--- src/rtl/tmas_pkg.sv ---
`timescale 1ns / 1ps

package tmas_pkg;

  localparam int SMP_W     = 12;
  localparam int CH_W      = 3;
  localparam int SCL_W     = 16;
  localparam int VAL_W     = 16;
  localparam int AVG_W     = 12;
  localparam int PROD_W    = AVG_W + SCL_W;
  localparam int DIV_W     = 14;
  localparam int SEL_W     = 2;
  localparam int CFG_IDX_W = 3;
  localparam int SCALE_REGS = 4;

  localparam logic [DIV_W-1:0] SCALE_UNIT  = 14'd10000;
  localparam logic [SCL_W-1:0] SCALE_RESET = 16'd10000;

  // 10000 = 16 * 625: shift out 16, then multiply by the reciprocal of 625
  localparam int UNIT_PRE_SH = 4;
  localparam int UNIT_IN_W   = PROD_W - UNIT_PRE_SH;
  localparam int UNIT_RCP_W  = 25;
  localparam int UNIT_SH     = 34;
  localparam int UNIT_PROD_W = UNIT_IN_W + UNIT_RCP_W;
  localparam logic [UNIT_RCP_W-1:0] UNIT_RCP = 25'd27487791;

  typedef enum logic [CFG_IDX_W-1:0] {
    REG_CONFIGURED = 3'd0,
    REG_SCALE_CH0  = 3'd1,
    REG_SCALE_CH1  = 3'd2,
    REG_SCALE_CH2  = 3'd3,
    REG_SCALE_CH3  = 3'd4
  } reg_idx_e;

  typedef enum logic [3:0] {
    S_FILL,
    S_PIV_RD,
    S_PIV_CAP,
    S_SCAN,
    S_ACC,
    S_DIV_A,
    S_MUL,
    S_DIV_B,
    S_PUSH
  } state_e;

endpackage

--- src/rtl/trimmed_mean_adc_scaler_top.sv ---
// Trimmed-mean converter scaler.
// Input channel: one word per accepted cycle (in_valid_i high, in_stall_o low),
// carrying a 12-bit sample and a 3-bit channel index. SAMPLES words form a batch;
// the channel of the final word selects the scale register and is echoed back.
// Output channel: one word per batch (out_valid_o high, out_stall_i low) with the
// scaled trimmed mean and the channel. A stalled result is held in the output
// register while the next batch is loaded; the next result waits until it is taken.
// Config channel: cfg_valid_i/cfg_ready_o, index 0 configured, 1..4 scale_ch0..3;
// cfg_ready_o is always high, writes to other indexes are dropped.
// Throughput: samples load one per cycle. After the final sample the input stalls
// while each pivot scans the single-port sample memory once, then through the states
// for the reciprocal average, the gain multiply, the reciprocal scaling and the push.
// An unconfigured block or an out-of-range channel goes straight to the push with a
// zero result.
// Reset: batch fill restarts, configured clears, every scale returns to 10000.
// The sample memory needs no clearing; each entry is written before it is read.
`timescale 1ns / 1ps

module trimmed_mean_adc_scaler_top #(
  parameter int SAMPLES  = 16,
  parameter int TRIM     = 4,
  parameter int CHANNELS = 4
) (
  input  logic                            clk_i,
  input  logic                            rst_ni,
  input  logic                            in_valid_i,
  output logic                            in_stall_o,
  input  logic [tmas_pkg::SMP_W-1:0]      sample_i,
  input  logic [tmas_pkg::CH_W-1:0]       channel_i,
  output logic                            out_valid_o,
  input  logic                            out_stall_i,
  output logic [tmas_pkg::VAL_W-1:0]      value_o,
  output logic [tmas_pkg::CH_W-1:0]       channel_out_o,
  input  logic                            cfg_valid_i,
  output logic                            cfg_ready_o,
  input  logic [tmas_pkg::CFG_IDX_W-1:0]  cfg_index_i,
  input  logic [tmas_pkg::SCL_W-1:0]      cfg_data_i
);

  localparam int IW      = $clog2(SAMPLES);
  localparam int CW      = $clog2(SAMPLES + 1);
  localparam int SW      = tmas_pkg::SMP_W + IW;
  localparam bit NO_KEEP = (2 * TRIM >= SAMPLES);
  localparam int KEPT    = NO_KEEP ? 1 : SAMPLES - 2 * TRIM;
  localparam int KEEP_LO = TRIM;
  localparam int KEEP_HI = SAMPLES - TRIM;
  localparam int AVG_SH  = SW + $clog2(KEPT);
  localparam int RCP_W   = SW + 1;
  localparam int APROD_W = SW + RCP_W;
  localparam logic [RCP_W-1:0] AVG_RCP =
    RCP_W'(((64'd1 << AVG_SH) + 64'(KEPT) - 64'd1) / 64'(KEPT));

  tmas_pkg::state_e state_q, state_d;

  logic [tmas_pkg::SMP_W-1:0] sample_mem [SAMPLES];
  logic [tmas_pkg::SMP_W-1:0] rd_data_q;
  logic [IW-1:0]              rd_addr;
  logic                       wr_en;

  logic [IW-1:0]                 fill_q;
  logic [IW-1:0]                 i_q;
  logic [CW-1:0]                 j_q;
  logic [IW-1:0]                 jd_q;
  logic                          cmp_v_q;
  logic [IW-1:0]                 rank_q;
  logic [tmas_pkg::SMP_W-1:0]    pivot_q;
  logic [SW-1:0]                 sum_q;
  logic [tmas_pkg::PROD_W-1:0]   dvd_q;
  logic [tmas_pkg::CH_W-1:0]     ch_q;
  logic                          zero_q;
  logic                          configured_q;
  logic [tmas_pkg::SCL_W-1:0]    scale_q [tmas_pkg::SCALE_REGS];
  logic                          out_valid_q;
  logic [tmas_pkg::VAL_W-1:0]    value_q;
  logic [tmas_pkg::CH_W-1:0]     chout_q;

  logic                          in_acc;
  logic                          last_smp;
  logic                          skip;
  logic                          issue;
  logic                          less;
  logic                          keep;
  logic [SW-1:0]                 sum_d;
  logic                          last_i;
  logic [APROD_W-1:0]            avg_prod;
  logic [tmas_pkg::UNIT_PROD_W-1:0] unit_prod;
  logic [tmas_pkg::PROD_W-1:0]   prod;
  logic                          out_free;
  logic [tmas_pkg::VAL_W-1:0]    sat;

  assign in_acc   = in_valid_i && !in_stall_o;
  assign last_smp = (fill_q == IW'(SAMPLES - 1));
  assign skip     = (int'(channel_i) >= CHANNELS) || !configured_q || NO_KEEP;
  assign issue    = (j_q != CW'(SAMPLES));
  assign less     = (rd_data_q < pivot_q) || ((rd_data_q == pivot_q) && (jd_q < i_q));
  assign keep     = (int'(rank_q) >= KEEP_LO) && (int'(rank_q) < KEEP_HI);
  assign sum_d    = sum_q + (keep ? SW'(pivot_q) : SW'(0));
  assign last_i   = (i_q == IW'(SAMPLES - 1));
  assign avg_prod = APROD_W'(dvd_q[SW-1:0]) * APROD_W'(AVG_RCP);
  assign unit_prod = tmas_pkg::UNIT_PROD_W'(dvd_q[tmas_pkg::PROD_W-1:tmas_pkg::UNIT_PRE_SH])
                   * tmas_pkg::UNIT_PROD_W'(tmas_pkg::UNIT_RCP);
  assign prod     = tmas_pkg::PROD_W'(dvd_q[tmas_pkg::AVG_W-1:0])
                  * tmas_pkg::PROD_W'(scale_q[ch_q[tmas_pkg::SEL_W-1:0]]);
  assign out_free = !out_valid_q || !out_stall_i;
  assign sat      = (|dvd_q[tmas_pkg::PROD_W-1:tmas_pkg::VAL_W]) ? '1
                                                                 : dvd_q[tmas_pkg::VAL_W-1:0];

  assign out_valid_o   = out_valid_q;
  assign value_o       = value_q;
  assign channel_out_o = chout_q;
  assign cfg_ready_o   = 1'b1;

  always_comb begin
    state_d = state_q;
    unique case (state_q)
      tmas_pkg::S_FILL: begin
        if (in_acc && last_smp) begin
          state_d = skip ? tmas_pkg::S_PUSH : tmas_pkg::S_PIV_RD;
        end
      end
      tmas_pkg::S_PIV_RD:  state_d = tmas_pkg::S_PIV_CAP;
      tmas_pkg::S_PIV_CAP: state_d = tmas_pkg::S_SCAN;
      tmas_pkg::S_SCAN: begin
        if (!issue && !cmp_v_q) begin
          state_d = tmas_pkg::S_ACC;
        end
      end
      tmas_pkg::S_ACC: state_d = last_i ? tmas_pkg::S_DIV_A : tmas_pkg::S_PIV_RD;
      tmas_pkg::S_DIV_A: state_d = tmas_pkg::S_MUL;
      tmas_pkg::S_MUL:   state_d = tmas_pkg::S_DIV_B;
      tmas_pkg::S_DIV_B: state_d = tmas_pkg::S_PUSH;
      tmas_pkg::S_PUSH: begin
        if (out_free) begin
          state_d = tmas_pkg::S_FILL;
        end
      end
      default: state_d = tmas_pkg::S_FILL;
    endcase
  end

  always_comb begin
    in_stall_o = 1'b1;
    wr_en      = 1'b0;
    rd_addr    = i_q;
    unique case (state_q)
      tmas_pkg::S_FILL: begin
        in_stall_o = 1'b0;
        wr_en      = in_valid_i;
      end
      tmas_pkg::S_SCAN: rd_addr = j_q[IW-1:0];
      default: ;
    endcase
  end

  always_ff @(posedge clk_i or negedge rst_ni) begin
    if (!rst_ni) begin
      state_q      <= tmas_pkg::S_FILL;
      fill_q       <= '0;
      out_valid_q  <= 1'b0;
      configured_q <= 1'b0;
      for (int k = 0; k < tmas_pkg::SCALE_REGS; k++) begin
        scale_q[k] <= tmas_pkg::SCALE_RESET;
      end
    end else begin
      state_q <= state_d;
      if (in_acc) begin
        fill_q <= last_smp ? '0 : fill_q + IW'(1);
      end
      if (state_q == tmas_pkg::S_PUSH && out_free) begin
        out_valid_q <= 1'b1;
      end else if (!out_stall_i) begin
        out_valid_q <= 1'b0;
      end
      if (cfg_valid_i) begin
        unique case (cfg_index_i)
          tmas_pkg::REG_CONFIGURED: configured_q <= cfg_data_i[0];
          tmas_pkg::REG_SCALE_CH0, tmas_pkg::REG_SCALE_CH1,
          tmas_pkg::REG_SCALE_CH2, tmas_pkg::REG_SCALE_CH3: begin
            scale_q[tmas_pkg::SEL_W'(cfg_index_i - tmas_pkg::REG_SCALE_CH0)] <= cfg_data_i;
          end
          default: ;
        endcase
      end
    end
  end

  always_ff @(posedge clk_i) begin
    if (wr_en) begin
      sample_mem[fill_q] <= sample_i;
    end
    rd_data_q <= sample_mem[rd_addr];
  end

  always_ff @(posedge clk_i) begin
    unique case (state_q)
      tmas_pkg::S_FILL: begin
        if (in_acc && last_smp) begin
          ch_q   <= channel_i;
          zero_q <= skip;
          sum_q  <= '0;
          i_q    <= '0;
        end
      end
      tmas_pkg::S_PIV_CAP: begin
        pivot_q <= rd_data_q;
        j_q     <= '0;
        cmp_v_q <= 1'b0;
        rank_q  <= '0;
      end
      tmas_pkg::S_SCAN: begin
        if (issue) begin
          j_q <= j_q + CW'(1);
        end
        cmp_v_q <= issue;
        jd_q    <= j_q[IW-1:0];
        if (cmp_v_q && less) begin
          rank_q <= rank_q + IW'(1);
        end
      end
      tmas_pkg::S_ACC: begin
        sum_q <= sum_d;
        i_q   <= i_q + IW'(1);
        if (last_i) begin
          dvd_q <= tmas_pkg::PROD_W'(sum_d);
        end
      end
      tmas_pkg::S_DIV_A: begin
        dvd_q <= tmas_pkg::PROD_W'(avg_prod[AVG_SH +: tmas_pkg::AVG_W]);
      end
      tmas_pkg::S_MUL: begin
        dvd_q <= prod;
      end
      tmas_pkg::S_DIV_B: begin
        dvd_q <= tmas_pkg::PROD_W'(unit_prod[tmas_pkg::UNIT_PROD_W-1:tmas_pkg::UNIT_SH]);
      end
      tmas_pkg::S_PUSH: begin
        if (out_free) begin
          value_q <= zero_q ? '0 : sat;
          chout_q <= ch_q;
        end
      end
      default: ;
    endcase
  end

endmodule

--- config.mk ---
export PLATFORM = sky130hd
export DESIGN_NAME = trimmed_mean_adc_scaler_top
export DESIGN_NICKNAME = d
export VERILOG_FILES = /design/src/rtl/tmas_pkg.sv /design/src/rtl/trimmed_mean_adc_scaler_top.sv
export SDC_FILE = /design/constraint.sdc
export NUM_CORES = 2
export LEC_CHECK = 0
export BUFFER_PORTS_ARGS = -buffer_cell sky130_fd_sc_hd__buf_2
export CAP_MARGIN = 30
export CORE_ASPECT_RATIO = 1.75
export CORE_MARGIN = 2
export CORE_UTILIZATION = 65
export DETAILED_ROUTE_END_ITERATION = 6
export PLACE_DENSITY = 0.82
export RECOVER_POWER = 50
export SETUP_SLACK_MARGIN = 0.1
export SYNTH_ARGS = -nofsm -noshare
export SYNTH_HDL_FRONTEND = slang
export SYNTH_SLANG_ARGS = --single-unit
--- constraint.sdc ---
create_clock -name clk_i -period 9.3 [get_ports clk_i]
set_input_delay 0.93 -clock clk_i [delete_from_list [all_inputs] [get_ports clk_i]]
set_output_delay 0.93 -clock clk_i [all_outputs]
set_load 0.005 [all_outputs]
== After elaboration in Yosys (flattened, before gate mapping) ==
Memory sizes are Yosys's and may differ from the RTL's. A register that Yosys moved wholly into a read port is not among the register bits.
Cells that the tools add are included.
Operators by class
  mux-type cells: 33
  add/sub/neg operators: 6
  reductions and logical operators: 32
  $lt $le $gt $ge: 8
  multipliers: 2
  bitwise logic cells: 2
  equal/unequal tests: 23
Operator list (count)
  $pmux W28 S4: 1
  $mux W16: 5
  $bwmux W64: 1
  $mul A24 B25 Y49 const B: 1
  $pmux W4 S9: 1
  $bmux W16 S2: 1
  $demux W16 S2: 1
  $mux W4: 8
  $pmux W16 S2: 1
  $mul A12 B16 Y28: 1
  $mux W28: 1
  $add A16 B12 Y16: 1
  $eq A4 B3 Y1 const B: 4
  $pmux W4 S2: 2
  $reduce_and A2 Y1: 8
  $add A4 B1 Y4 const B: 3
  $eq A12 B12 Y1: 1
  $eq A4 B4 Y1 const B: 3
  $lt A12 B12 Y1: 1
  $mux W12: 1
  $reduce_or A12 Y1: 1
  $ne A2 B2 Y1 const B: 5
  $pmux W5 S2: 1
  $ge A3 B3 Y1 const B: 3
  27 further kinds: 50
Storage, ports and cells
  bits of input ports: 39
  output and inout bits: 22
  register bits after elaboration: 171
  memories: 1
  bits in writable memories: 192
  word-level logic and storage cells: 127
Memory list
  sample_mem: words 16, width 12, read ports 1, clocked after Yosys merged registers in 1, wr ports 1, RTL line trimmed_mean_adc_scaler_top.sv:55  | logic [tmas_pkg::SMP_W-1:0] sample_mem [SAMPLES];

== Logic depth before layout (Yosys ltp) ==
  depth after elaboration: 7
  depth in mapped cells: 25
  gate-level depth less buffers: 24

== Worst setup path before layout ==
OpenSTA, ideal clock, no wires.
  kind: register to register
  start point: reg dvd_q[11] in the netlist's numbering
  end point: reg dvd_q[11] in the netlist's numbering, data pin
  path buffers: 1
  slack: 2.765 ns
  stages on the path, launching flop included: 25
  arrival: 6.270 ns
  library setup time: 0.265 ns
  clock period less this slack: 6.535 ns
  required time: 9.035 ns
  path through: edfxtp_1 -> clkbuf_1 -> inv_1 -> ha_1 -> fa_1 -> inv_1 -> fa_1 -> inv_1 -> fa_1 -> inv_1 -> fa_1 -> fa_1 -> inv_1 -> fa_1 -> inv_1 -> ha_1 -> nand3_1 -> nor4_1 -> o31a_1 -> a41o_1 -> nor2_1 -> o21a_1 -> o31ai_1 -> o21ai_0 -> or3_1
On the way
  word-level cells in the longest chain between the ends: 2
  elaborated cells between the ends (all ways): 3
  those cells by class: mul (2); mux (1)
RTL lines
  start: declaration: RTL line trimmed_mean_adc_scaler_top.sv:68  | logic [tmas_pkg::PROD_W-1:0] dvd_q;
  start signal: assignment: RTL line trimmed_mean_adc_scaler_top.sv:224  | dvd_q <= tmas_pkg::PROD_W'(sum_d);
  start signal: assignment: RTL line trimmed_mean_adc_scaler_top.sv:228  | dvd_q <= tmas_pkg::PROD_W'(avg_prod[AVG_SH +: tmas_pkg::AVG_W]);
  start signal: assignment: RTL line trimmed_mean_adc_scaler_top.sv:231  | dvd_q <= prod;
  $mul A24 B25 Y49 / $mul A12 B16 Y28 (equally long branches): RTL line trimmed_mean_adc_scaler_top.sv:101, trimmed_mean_adc_scaler_top.sv:103
  $pmux W28 S4 (*): RTL line trimmed_mean_adc_scaler_top.sv:195  | unique case (state_q)
Mark *: on every way between the ends. The rest lies on a longest branch, timed or not.
A chain may end at the register's enable or synchronous reset.

== Worst setup path in the final report ==
  start point: reg dvd_q[5] in the netlist's numbering
  end point: reg dvd_q[13] in the netlist's numbering, data pin
The elaborated chain is that of the path after synthesis.

==> flow_metrics.py <==
metrics = {
    "status": {
        "outcome": "finished with violations",
        "failed_checks": "max-capacitance violations, max-slew violations",
    },
    "grt": {
        "grt_max_degree": 75,
        "antenna_found_initial": 2,
        "grt.total_usage": 0.369,
        "grt_pass1_wl_mm": 141,
        "grt_pass1_vias": 24800,
        "overflow": 0,
    },
    "yosys": {
        "synth_cell_types": 78,
        "ys_seq_area_frac": 0.332,
        "synth_top_area_cell": "edfxtp_1",
        "synth_most_common_cell": "inv_1",
        "synth_top_area_frac": 0.267,
        "synth-edff-count": 289,
        "syn_area_um2": 32500,
        "yosys-top-cells-count": "inv_1 (557), fa_1 (385), ha_1 (351)",
        "syn_avg_cell_area_um2": 11.8,
        "syn_nets": 3538,
        "async_flop_share": 0.197,
        "synth.ff_latch_count": 375,
        "synth_flop_cell": "edfxtp_1",
        "yosys-top-cells-area": "edfxtp_1 (27%), fa_1 (24%), ha_1 (14%), inv_1 (6.4%), mux4_2 (4.4%)",
        "yosysWarnings": 0,
        "syn-instance-count": 2763,
    },
    "timing": {
        "hold_viol": 0,
        "rsz0062_at_grt": "no",
        "worst_pin_slew_ps": 3690,
        "fin_crit_sh": 0.814,
        "drv_slew": 100,
        "setup_viol": 0,
        "maxSlewHeadroom": -1.46,
        "finClkSkew_ps": 18.0,
        "min_period_ps": 7570,
        "clock.fmax_mhz": 132,
        "final.setup.tns_ps": 0,
    },
    "critical_path": {
        "rrSetupSlack_ps": 1730,
        "setup.worst_path.start_class": "register",
        "worst_setup_path_end_kind": "register",
        "path_class": "reg2reg",
        "crit_fanout": 14,
        "cp_data_arrival_time_ps": 7870,
        "cp.required_ps": 9600,
    },
    "run": {
        "maxCapViolations": 2,
    },
    "floorplan": {
        "ios": 61,
        "start_util": 0.657,
        "core_um2": 49500,
        "die_area_um2": 51900,
        "die_w_um": 173,
        "row_count": 108,
        "dieHeight_um": 300,
    },
    "place": {
        "dpl.hpwl_mm": 71.1,
        "dp_cells": 3425,
        "port_buffers": 59,
        "place_area_um2": 33500,
        "place_congestion": 1.08,
    },
    "cts": {
        "post-cts-setup-buffer-count": 0,
        "htreeDepth": 2,
        "path_clk_slew_ps": 70,
        "clockRootBuffer": "clkbuf_16",
        "postCtsHoldBufs": 0,
        "clk-insertion-delay-late_ps": 560,
        "clock-sinks": 375,
        "cts_buffer_depth": 3,
        "numCtsBuffers": 36,
        "cts-resized-gates": 0,
        "cts_tree": "done",
    },
    "power": {
        "p_sw_frac": 0.437,
        "leakage_nw": 15.8,
        "p_seq_frac": 0.247,
        "vdd_ir_drop_max_mv": 0.452,
        "power.internal_w": 0.00435,
        "comb_power_share": 0.552,
        "p_switching_w": 0.00337,
        "power_density_nw_per_um2": 222,
        "clkPwrFrac": 0.201,
    },
    "layout": {
        "drive_gt1_frac": 0.104,
        "stdcell_count": 3495,
        "fin_nets": 3580,
        "fin_area_um2": 34700,
        "syn2layout_area_growth_pct": 6.90,
    },
    "detailed_routing": {
        "drt_iter0_drc": 1440,
        "ant_nets": 0,
        "finalWirelength_mm": 92.7,
        "vias_per_cell": 6.24,
        "drc": 0,
        "wl_per_cell_um": 26.5,
        "highest_layer": "met5",
        "drt-pass1-iter-count": 7,
        "wl_met3_mm": 4.85,
        "wl_met1_mm": 27.5,
        "vias": 21800,
        "dr_wl_met2_mm": 50.4,
    },
    "hold_path": {
        "hold_class": "in2async",
    },
}
[worst max-delay path, cell delays in order, from the launching register on]
cell,delay [ps]
edfxtp_1,790
ha_1,620
inv_1,130
fa_1,520
fa_1,540
inv_1,60
fa_1,510
inv_1,60
fa_1,540
inv_1,50
fa_1,480
inv_1,50
fa_1,470
inv_1,40
ha_1,310
a21oi_1,250
nor2_1,70
o31a_1,290
a41o_1,310
o21ai_0,270
nand2b_1,160
a31oi_1,320
nor4_1,100
or3_1,350
[per-stage QoR]
| step | setup slack (ps) | total power [W] | util | hold WS, ps |
|---|---|---|---|---|
| 2_1_floorplan | 2760 | 0.00483 | - | 400 |
| 3_3_place_gp | 1820 | 0.00587 | 0.677 | 425 |
| 3_5_place_dp | 1820 | 0.00599 | 0.678 | 413 |
| 4_1_cts | 1820 | 0.00755 | 0.703 | 442 |
| 5_1_grt | 1400 | 0.00822 | 0.702 | 340 |
| 6_report | 1730 | 0.00772 | 0.702 | 325 |
[flip-flops by register name, summed over array words and instances (netlist names), 3 cells and up]
| name | count |
|---|---|
| jd_q | 4 |
| i_q | 4 |
| sum_q | 16 |
| channel_out_o | 3 |
| j_q | 5 |
| rd_data_q | 12 |
| value_o | 16 |
| scale_q | 64 |
| pivot_q | 12 |
| fill_q | 4 |
| ch_q | 3 |
| state_q | 4 |
| rank_q | 4 |
| sample_mem | 192 |
| dvd_q | 28 |
[final timing paths]
kind                                from          endpoint  cells after the start
worst max-delay path            dvd_q[5]         dvd_q[13]                     23
worst min-delay path              rst_ni        state_q[0]                      2
worst max register to register  dvd_q[5]         dvd_q[13]                     23
worst min register to register   ch_q[2]  channel_out_o[2]                      0
max in group asynchronous         rst_ni       scale_q[19]                      3
min in group clk_i               ch_q[2]  channel_out_o[2]                      0
[kinds of logic after synthesis]
family / count (synthesis) / share of synthesized area
XOR/XNOR: 52 / 0.0140
flip-flops: 375 / 0.332
AO/OA/AOI/OAI: 275 / 0.0558
other: 1 / 0.000115
adder cells (fa/ha/maj): 736 / 0.372
multiplexers: 135 / 0.0687
AND/OR/NAND/NOR: 545 / 0.0807
buffers and inverters: 644 / 0.0762
[final cells by class]
class / instances / area (um2)
Clock buffer: 43 / 958
Sequential cell: 375 / 10800
Clock inverter: 23 / 273
Antenna cell: 2 / 5.00
Fill cell: 3487 / 14700
Timing Repair Buffer: 88 / 523
Inverter: 560 / 2100
Tap cell: 660 / 826
Multi-Input combinational cell: 1744 / 19300
[routing by layer]
layer,vias to the layer above,global-route usage
li1,9249,-
met3,465,0.0477
met5,-,0
met1,11000,0.348
met2,1068,0.693
met4,2,0.323
[power groups by stage]
stage               Combinational, W  Clock [W]  Sequential, W
floorplan                    0.00290          0        0.00193
global placement             0.00394          0        0.00193
detailed placement           0.00405          0        0.00194
CTS                          0.00408    0.00156        0.00191
global route                 0.00470    0.00161        0.00191
finish                       0.00426    0.00155        0.00191
[cell usage in the layout, fill, tap and decap left out, drive strengths merged, types with 20 or more instances in the layout]
| master | n |
|---|---|
| and2 | 91 |
| xor2 | 25 |
| nand2 | 199 |
| mux4 | 64 |
| dfrtp | 54 |
| inv | 564 |
| edfxtp | 289 |
| a21o | 37 |
| nand3 | 32 |
| fa | 385 |
| clkbuf | 64 |
| buf | 67 |
| dfstp | 20 |
| ha | 351 |
| mux2 | 65 |
| o21ai | 50 |
| nor2 | 112 |
| a21oi | 67 |
| xnor2 | 27 |
No activity file was read; power rests on OpenSTA's default activity.
